===== src/rtl/core/ootc_pkg.sv =====
// ----------------------------------------------------------------------------
// ootc_pkg
// Shared types and constants for the op-amp offset trim calibrator.
// ----------------------------------------------------------------------------
`default_nettype none

package ootc_pkg;

   localparam int unsigned TRIM_W   = 8;
   localparam int unsigned SAMPLE_W = 12;
   localparam int unsigned STEP_W   = 5;
   localparam int unsigned CSR_W    = 8;

   typedef enum logic [2:0] {
      ST_RUNNING     = 3'd0,
      ST_DONE        = 3'd1,
      ST_POS_RANGE   = 3'd2,
      ST_NEG_RANGE   = 3'd3,
      ST_ITER_LIMIT  = 3'd4,
      ST_OSCILLATING = 3'd5,
      ST_IDLE        = 3'd6
   } status_type;

   typedef enum logic {
      CSR_TOLERANCE = 1'b0,
      CSR_ITER_LIMIT = 1'b1
   } csr_index_type;

   localparam logic [TRIM_W-1:0] TRIM_MAX    = 8'hFF;
   localparam logic [TRIM_W-1:0] TRIM_MIN    = 8'h00;
   localparam logic [7:0]        OSC_PATTERN = 8'b1010_1010;

   // error magnitude thresholds for the coarse / medium step
   localparam logic [SAMPLE_W-1:0] MAG_COARSE = 12'd10;
   localparam logic [SAMPLE_W-1:0] MAG_MEDIUM = 12'd5;

   localparam logic signed [STEP_W-1:0] STEP_COARSE = 5'sd10;
   localparam logic signed [STEP_W-1:0] STEP_MEDIUM = 5'sd2;
   localparam logic signed [STEP_W-1:0] STEP_FINE   = 5'sd1;
   localparam logic signed [STEP_W-1:0] STEP_NONE   = 5'sd0;

   localparam logic [CSR_W-1:0] TOLERANCE_RESET  = 8'd1;
   localparam logic [CSR_W-1:0] ITER_LIMIT_RESET = 8'd255;

   typedef struct packed {
      logic [TRIM_W-1:0] trim;
      logic [7:0]        history;
      logic [7:0]        count;
      status_type        status;
   } cal_state_type;

   typedef struct packed {
      logic                  start_run;
      logic [TRIM_W-1:0]     initial_trim;
      logic [SAMPLE_W-1:0]   output_sample;
      logic [SAMPLE_W-1:0]   input_sample;
   } cal_item_type;

endpackage

`default_nettype wire


===== src/rtl/core/ootc_step.sv =====
// ----------------------------------------------------------------------------
// ootc_step
// One calibration step: error, step choice, trim clamp and status checks.
// ----------------------------------------------------------------------------
`default_nettype none

module ootc_step (
   input  wire ootc_pkg::cal_item_type           item,
   input  wire ootc_pkg::cal_state_type          cur,
   input  wire logic [ootc_pkg::CSR_W-1:0]       tolerance,
   input  wire logic [ootc_pkg::CSR_W-1:0]       iteration_limit,
   output ootc_pkg::cal_state_type               nxt,
   output logic signed [ootc_pkg::STEP_W-1:0]    step
);

   logic signed [ootc_pkg::SAMPLE_W:0]   err;
   logic                                 neg;
   logic [ootc_pkg::SAMPLE_W-1:0]        mag;
   logic signed [ootc_pkg::STEP_W-1:0]   step_mag;
   logic signed [ootc_pkg::STEP_W-1:0]   step_sel;
   logic [7:0]                           hist_next;
   logic [7:0]                           count_next;
   logic signed [ootc_pkg::TRIM_W+1:0]   sum;
   logic [ootc_pkg::TRIM_W-1:0]          trim_clamped;
   logic                                 within_tol;

   always_comb begin
      err = $signed({1'b0, item.output_sample}) - $signed({1'b0, item.input_sample});
      neg = err[ootc_pkg::SAMPLE_W];
      // |err| fits in 12 bits since both samples are 12-bit unsigned
      mag = neg ? ootc_pkg::SAMPLE_W'(-err) : err[ootc_pkg::SAMPLE_W-1:0];

      if (mag > ootc_pkg::MAG_COARSE) begin
         step_mag = ootc_pkg::STEP_COARSE;
      end else if (mag > ootc_pkg::MAG_MEDIUM) begin
         step_mag = ootc_pkg::STEP_MEDIUM;
      end else begin
         step_mag = ootc_pkg::STEP_FINE;
      end
      step_sel = neg ? -step_mag : step_mag;

      hist_next  = {cur.history[6:0], ~neg};
      count_next = cur.count + 8'd1;
      within_tol = (mag <= {4'b0, tolerance});

      sum = $signed({2'b00, cur.trim})
          + $signed({{(ootc_pkg::TRIM_W+2-ootc_pkg::STEP_W){step_sel[ootc_pkg::STEP_W-1]}},
                     step_sel});
      if (sum[ootc_pkg::TRIM_W+1]) begin
         trim_clamped = ootc_pkg::TRIM_MIN;
      end else if (sum[ootc_pkg::TRIM_W]) begin
         trim_clamped = ootc_pkg::TRIM_MAX;
      end else begin
         trim_clamped = sum[ootc_pkg::TRIM_W-1:0];
      end

      nxt  = cur;
      step = ootc_pkg::STEP_NONE;

      if (item.start_run) begin
         nxt.trim    = item.initial_trim;
         nxt.history = 8'd0;
         nxt.count   = 8'd0;
         nxt.status  = ootc_pkg::ST_RUNNING;
      end else if (cur.status == ootc_pkg::ST_RUNNING) begin
         nxt.history = hist_next;
         if (within_tol) begin
            nxt.status = ootc_pkg::ST_DONE;
         end else begin
            step = step_sel;
            if (cur.trim == ootc_pkg::TRIM_MAX && !neg) begin
               nxt.status = ootc_pkg::ST_POS_RANGE;
            end else if (cur.trim == ootc_pkg::TRIM_MIN && neg) begin
               nxt.status = ootc_pkg::ST_NEG_RANGE;
            end else begin
               nxt.trim = trim_clamped;
            end
            nxt.count = count_next;
            // later checks win
            if (count_next == iteration_limit) begin
               nxt.status = ootc_pkg::ST_ITER_LIMIT;
            end
            if (hist_next == ootc_pkg::OSC_PATTERN) begin
               nxt.status = ootc_pkg::ST_OSCILLATING;
            end
         end
      end
   end

endmodule

`default_nettype wire


===== src/rtl/core/opamp_offset_trim_calibrator_unit.sv =====
// ----------------------------------------------------------------------------
// opamp_offset_trim_calibrator_unit
// Steps an 8-bit offset trim toward zero amplifier offset, one word per sample.
// ----------------------------------------------------------------------------
// Each request word is captured in an input register; one calibration step is
// evaluated on it against the held trim/history/count state and the result
// lands in the response register while the state is updated. The block takes
// one word per cycle unless the response stalls; throughput is set by the
// state update loop (trim, sign history, adjustment count). A stalled response
// backs up into the input register and then deasserts req_tready. tolerance
// and iteration_limit are written through the csr port while no word is in
// flight; the user is bound to this, the block does not enforce it. Status
// codes: 0 running, 1 done, 2 positive range, 3 negative range, 4 iteration
// limit, 5 oscillating, 6 idle.
`default_nettype none

module opamp_offset_trim_calibrator_unit (
   input  wire logic        clock,
   input  wire logic        reset,
   // request channel
   input  wire logic        req_tvalid,
   output logic             req_tready,
   input  wire logic [31:0] req_tdata,   // initial_trim[7:0], output_sample[19:8],
                                         // input_sample[31:20]
   input  wire logic [0:0]  req_tuser,   // start_run[0]
   // response channel
   output logic             rsp_tvalid,
   input  wire logic        rsp_tready,
   output logic [15:0]      rsp_tdata,   // trim_value[7:0], step_applied[12:8],
                                         // status[15:13]
   // configuration
   input  wire logic        csr_we,
   input  wire logic [0:0]  csr_addr,
   input  wire logic [7:0]  csr_wdata
);

   logic [ootc_pkg::CSR_W-1:0]          tol_ff;
   logic [ootc_pkg::CSR_W-1:0]          limit_ff;

   logic                                in_valid_ff;
   ootc_pkg::cal_item_type              in_item_ff;
   ootc_pkg::cal_state_type             state_ff;
   ootc_pkg::cal_state_type             state_in;
   logic signed [ootc_pkg::STEP_W-1:0]  step;

   logic                                out_valid_ff;
   logic [15:0]                         out_data_ff;
   logic                                advance;

   assign advance    = in_valid_ff && (!out_valid_ff || rsp_tready);
   assign req_tready = !in_valid_ff || advance;

   // csr writes
   always_ff @(posedge clock) begin
      if (reset) begin
         tol_ff   <= ootc_pkg::TOLERANCE_RESET;
         limit_ff <= ootc_pkg::ITER_LIMIT_RESET;
      end else if (csr_we) begin
         unique case (ootc_pkg::csr_index_type'(csr_addr))
            ootc_pkg::CSR_TOLERANCE:  tol_ff   <= csr_wdata;
            ootc_pkg::CSR_ITER_LIMIT: limit_ff <= csr_wdata;
            default: ;
         endcase
      end
   end

   // input register
   always_ff @(posedge clock) begin
      if (reset) begin
         in_valid_ff <= 1'b0;
      end else if (req_tready) begin
         in_valid_ff <= req_tvalid;
      end
   end

   always_ff @(posedge clock) begin
      if (req_tready && req_tvalid) begin
         in_item_ff.start_run     <= req_tuser[0];
         in_item_ff.initial_trim  <= req_tdata[7:0];
         in_item_ff.output_sample <= req_tdata[19:8];
         in_item_ff.input_sample  <= req_tdata[31:20];
      end
   end

   ootc_step u_step (
      .item            (in_item_ff),
      .cur             (state_ff),
      .tolerance       (tol_ff),
      .iteration_limit (limit_ff),
      .nxt             (state_in),
      .step            (step)
   );

   // calibration state
   always_ff @(posedge clock) begin
      if (reset) begin
         state_ff.trim    <= '0;
         state_ff.history <= '0;
         state_ff.count   <= '0;
         state_ff.status  <= ootc_pkg::ST_IDLE;
      end else if (advance) begin
         state_ff <= state_in;
      end
   end

   // response register
   always_ff @(posedge clock) begin
      if (reset) begin
         out_valid_ff <= 1'b0;
      end else if (advance) begin
         out_valid_ff <= 1'b1;
      end else if (rsp_tready) begin
         out_valid_ff <= 1'b0;
      end
   end

   always_ff @(posedge clock) begin
      if (advance) begin
         out_data_ff <= {state_in.status, step, state_in.trim};
      end
   end

   assign rsp_tvalid = out_valid_ff;
   assign rsp_tdata  = out_data_ff;

   // ------------------------------------------------------------------------
   // assertions

   a_step_status : assert property (@(posedge clock) disable iff (reset)
      (rsp_tvalid && rsp_tdata[12:8] != 5'd0) |->
         (rsp_tdata[15:13] != ootc_pkg::ST_DONE && rsp_tdata[15:13] != ootc_pkg::ST_IDLE))
      else $error("nonzero step reported with done or idle status");

   a_state_hold : assert property (@(posedge clock) disable iff (reset)
      !advance |=> $stable(state_ff))
      else $error("calibration state changed without an evaluated word");

   a_advance_out : assert property (@(posedge clock) disable iff (reset)
      advance |=> (rsp_tvalid && rsp_tdata == $past({state_in.status, step, state_in.trim})))
      else $error("evaluated word did not reach the response register");

   a_no_drop : assert property (@(posedge clock) disable iff (reset)
      (in_valid_ff && out_valid_ff && !rsp_tready) |-> !req_tready)
      else $error("request accepted while pipeline is full");

endmodule

`default_nettype wire

===== config.mk =====
export PLATFORM = sky130hd
export DESIGN_NAME = opamp_offset_trim_calibrator_unit
export DESIGN_NICKNAME = d
export VERILOG_FILES = /design/src/rtl/core/ootc_pkg.sv /design/src/rtl/core/ootc_step.sv /design/src/rtl/core/opamp_offset_trim_calibrator_unit.sv
export SDC_FILE = /design/constraint.sdc
export NUM_CORES = 1
export LEC_CHECK = 0
export BUFFER_PORTS_ARGS = -buffer_cell sky130_fd_sc_hd__buf_2
export CORE_MARGIN = 1
export CORE_UTILIZATION = 30
export CTS_BUF_LIST = sky130_fd_sc_hd__clkbuf_16
export CTS_CLUSTER_DIAMETER = 150
export DETAILED_ROUTE_END_ITERATION = 8
export PLACE_DENSITY = 0.54
export SLEW_MARGIN = 20
export SYNTH_ARGS = -nofsm -noshare
export SYNTH_HDL_FRONTEND = slang
export SYNTH_HIERARCHICAL = 1
export SYNTH_SLANG_ARGS = --single-unit
export TNS_END_PERCENT = 30

===== constraint.sdc =====
create_clock -name clock -period 12.9 [get_ports clock]
set_clock_uncertainty 0.05 [all_clocks]
set_input_delay 1.935 -clock clock [delete_from_list [all_inputs] [get_ports clock]]
set_output_delay 1.935 -clock clock [all_outputs]
set_load 0.02 [all_outputs]

* Word-level counts from Yosys, hierarchy flattened
Cells that the tools add are included.
Widths: inputs -> output; s select.
** Operators by class
- Add/subtract/negate cells :: 5
- Bitwise logic cells :: 3
- Multiplexer cells :: 19
- $lt $le $gt $ge :: 3
- Reduce and logical (&&, ||, !) cells :: 18
- Equality and inequality tests :: 4
** Operators by type and width (number)
- $mux 27 :: 2
- $mux 8 :: 6
- $eq 8x8->1 const B :: 2
- $mux 3 :: 5
- $sub 12x12->13 :: 1
- $gt 12x3->1 const B :: 1
- $gt 12x4->1 const B :: 1
- $le 12x8->1 :: 1
- $mux 12 :: 1
- $neg 12->12 :: 1
- $add 9x5->10 :: 1
- $mux 5 :: 2
- $add 8x1->8 const B :: 1
- $eq 8x8->1 :: 1
- $logic_not 8->1 :: 1
- $reduce_and 2->1 :: 3
- $neg 5->5 :: 1
- $logic_and 1x1->1 :: 4
- $reduce_bool 2->1 :: 2
- $logic_not 1->1 :: 3
- $logic_not 3->1 :: 1
- $not 1->1 :: 3
- $reduce_and 3->1 :: 1
- $reduce_or 3->1 :: 1
- other kinds (4) :: 6
** Storage, ports and cells
- Output and inout bits :: 18
- Register bits after elaboration :: 93

* Depth between registers and ports, before layout
- Depth after elaboration :: 16
- Gate-level depth with buffers :: 28
- Gate-level depth less buffers :: 26

* Modules after synthesis
Netlist, hierarchy kept.
** By module, submodules not included
- opamp_offset_trim_calibrator_unit :: cells each 241, area an instance 3352.0 µm², sequential area each 2372.3 µm², times used 1
- ootc_step :: cells each 362, area an instance 2407.3 µm², sequential area each 0.0 µm², times used 1

* Least setup slack after synthesis
No wires, ideal clock.
- Kind :: reg2reg
- From :: register in_item_ff[0] (netlist name)
- To :: register state_ff[21] (netlist name)
- Stages on the path, launching flop included :: 25
- Arrival time :: 5303 ps
- Path buffers :: 1
- Library setup time :: 72 ps
- Path slack :: 7475 ps
- Required time :: 12778 ps
- Cells stage by stage :: edfxtp_1 -> ha_1 -> fa_1 -> or2b_1 -> a21oi_1 -> xor2_1 -> nor3_1 -> a41oi_1 -> or4_4 -> o22ai_1 -> and4_1 -> clkbuf_1 -> nand3_1 -> fa_1 -> a21o_1 -> a21oi_1 -> o21bai_1 -> a21o_1 -> a21oi_1 -> o21bai_1 -> xnor2_1 -> nor2_1 -> o22ai_1 -> nand2b_1 -> mux2i_1
** RTL lines
- start, declared :: RTL line opamp_offset_trim_calibrator_unit.sv:41 : ootc_pkg::cal_item_type in_item_ff;
- end signal, assigned :: RTL line opamp_offset_trim_calibrator_unit.sv:102 : state_ff <= state_in;
- end, declared :: RTL line opamp_offset_trim_calibrator_unit.sv:42 : ootc_pkg::cal_state_type state_ff;

==> metrics.md <==
| Metric | Value |
|---|---|
| Reg2reg start | in_item_ff[0] |
| CTS buffer count | 9 |
| CTS clk-pin slew, worst paths | 0.06 ns |
| Hold_sp | tol_ff[1] |
| Hold Fails Final Rpt | 0 |
| First-pass GRT wire length | 20590 um |
| DRC viols | 0 |
| Pins Over Slew Limit | 0 |
| Drt wl/cell | 13.97 um |
| Worst Path Max Fanout | 8 |
| Final setup fails | 0 |
| TritonCTS clock tree | built |
| Clock sink count | 93 |
| DP HPWL | 9089 um |
| FMAX | 159.5 MHz |
| Placed insts | 868 |
| ANT cells | 0 |
| Mean Syn Cell Area | 9.571 sq um |
| Layout cell share with drive strength beyond 1 | 15.21% |
| Die Y | 139.9 um |
| I/O pin count | 65 |
| Critical path required time | 13.12 ns |
| Register area | 2352 sq um |
| Post-cts sizing count | 0 |
| Critical Path Max Stage Delay | 0.60 ns |
| Final GP Congestion | 0.8383 |
| Routed vias | 4395 |
| Worst-path cell chain | ha_1 > fa_1 > or2b_1 > a21oi_1 > xor2_1 > nor3_1 > a41oi_1 > or4_4 > o22ai_1 > and4_1 > nand3_1 > fa_1 > a21o_1 > a21oi_1 > o21bai_1 > a21o_1 > a21oi_1 > o21bai_1 > xnor2_1 > nor2_1 > o22ai_1 > nand2b_1 > mux2i_1 |
| Netlist Area Pre-Place | 5704 sq um |
| Crit path capture type | flop |
| Worst rel slew slack | 32.95% |
| Min-delay worst type | flop to flop |
| Die footprint | 19570 sq um |
| Post-CTS Hold Buffers | 0 |
| Setup crit start | in_item_ff[0] |
| Period utilization | 48.61% |
| CTS H-Tree Depth | 3 |
| Number of global-route vias before repair | 4352 |
| Final TNS setup | 0 ns |
| Most common library cell in the layout ignoring fill and taps | buf_2 |
| DRT iter0 DRCs | 229 |
| Final net count | 726 |
| Leakage dissipation | 2.601 nW |
| Most frequent cells in the layout | buf_2 (64), nand2b_1 (55), edfxtp_1 (49), a21oi_1 (47), dfxtp_1 (44) |
| Setup bufs post-CTS | 0 |
| Area growth from synthesis to layout | 15.03% |
| Worst path slowest cell | nor3_1 |
| Cell mode on critical path | a21oi_1 |
| DR pass1 iterations | 4 |
| Clock root buffer | clkbuf_16 |
| Core Region | 18640 sq um |
| Fin crit period | 6.270 ns |
| Final WL | 12360 um |
| Power density over the cells | 121.4 nW/um^2 |
| Worst Path Arrival | 6.49 ns |
| Unrepaired setup endpoints after global routing | false |
| # fillers | 1909 |
| Worst skew pair latency | 0.35 ns |
| Initial antenna violation count | 0 |
| Max cap viols | 0 |
| Crit start category | flop |
| Setup ws final | 6.630 ns |
| All-layer global routing usage | 13.11% |
| Finished Layout Cells | 885 |
| Vias per Instance | 4.966 |
| Starting Density | 30.60% |
| Die Wd | 139.9 um |
| Post-DRT Antenna Nets | 0 |
| Ys Warns | 6 |
| Largest net degree at the start of global routing | 71 |
| IO Port Bufs | 64 |
| Std-Cell Rows | 50 |
| Worst-margin pin slew | 1.006 ns |
| CTS Buffer Depth | 2 |
| Pre-CTS setup slack | 6.650 ns |
| Multi-input gate area | 3084 sq um |
| Crit path kind | flop to flop |
| Peak supply drop | 0.06669 mV |
| Global route total overflow | 0 |
| Cells after Synth | 596 |
| Syn Nets | 676 |
| Outcome | finished, final reports clean |
where the power goes:
group	switching [mW]	internal (mW)	leakage (nW)
clock	0.113	0.181	0.169
combinational	0.0985	0.0717	1.60
sequential	0.00673	0.326	0.833
total	0.218	0.579	2.60
area by class of cell:
cell class	count	area share, %
sequential	93	35.85
timing repair buffer	68	5.645
clock inverter	6	1.278
tap	234	4.462
multi-input combinational	440	47.01
clock buffer	10	3.814
inverter	34	1.945
path summary, 6_finish.rpt:
kind | end | slack [ns] | cells after the start
hold reg to reg | tol_ff[1] | 0.41 | 2
setup reg to reg | state_ff[22] | 6.63 | 23
setup / recovery | state_ff[22] | 6.63 | 23
hold / removal | tol_ff[1] | 0.41 | 2
flip-flops by register name (all words and copies together), names as in the netlist:
name         count
in_item_ff      33
in_valid_ff      1
limit_ff         8
rsp_tdata       16
rsp_tvalid       1
state_ff        26
tol_ff           8
worst max-delay path: cells and delay by family, from the launching register on:
kind            cells  cell delay, ns
mux                 1            0.15
xor+xnor            2            0.71
fa+ha+maj           3            1.10
compound gates     10            1.70
flops               1            0.37
simple gates        7            2.12
per-layer routing:
layer	global-route usage, %	up-vias	routed length, um
li1	-	2225	-
met1	15.68	2064	5619
met2	22.71	92	5977
met3	3.282	14	571
met4	4.743	0	194
met5	0	-	0
metrics by stage:
step	hold WS (ns)	cell area [sq um]	utilization (%)	total power, mW
3_3_place_gp	0.4014	6200	33.26	0.5047
3_5_place_dp	0.4071	6200	33.26	0.5084
2_1_floorplan	0.3863	5704	-	0.4684
5_1_grt	0.4308	6561	35.19	0.8393
6_report	0.4076	6561	35.19	0.7963
4_1_cts	0.4163	6534	35.05	0.8061
Note: power is estimated with default switching activity, not from simulation.
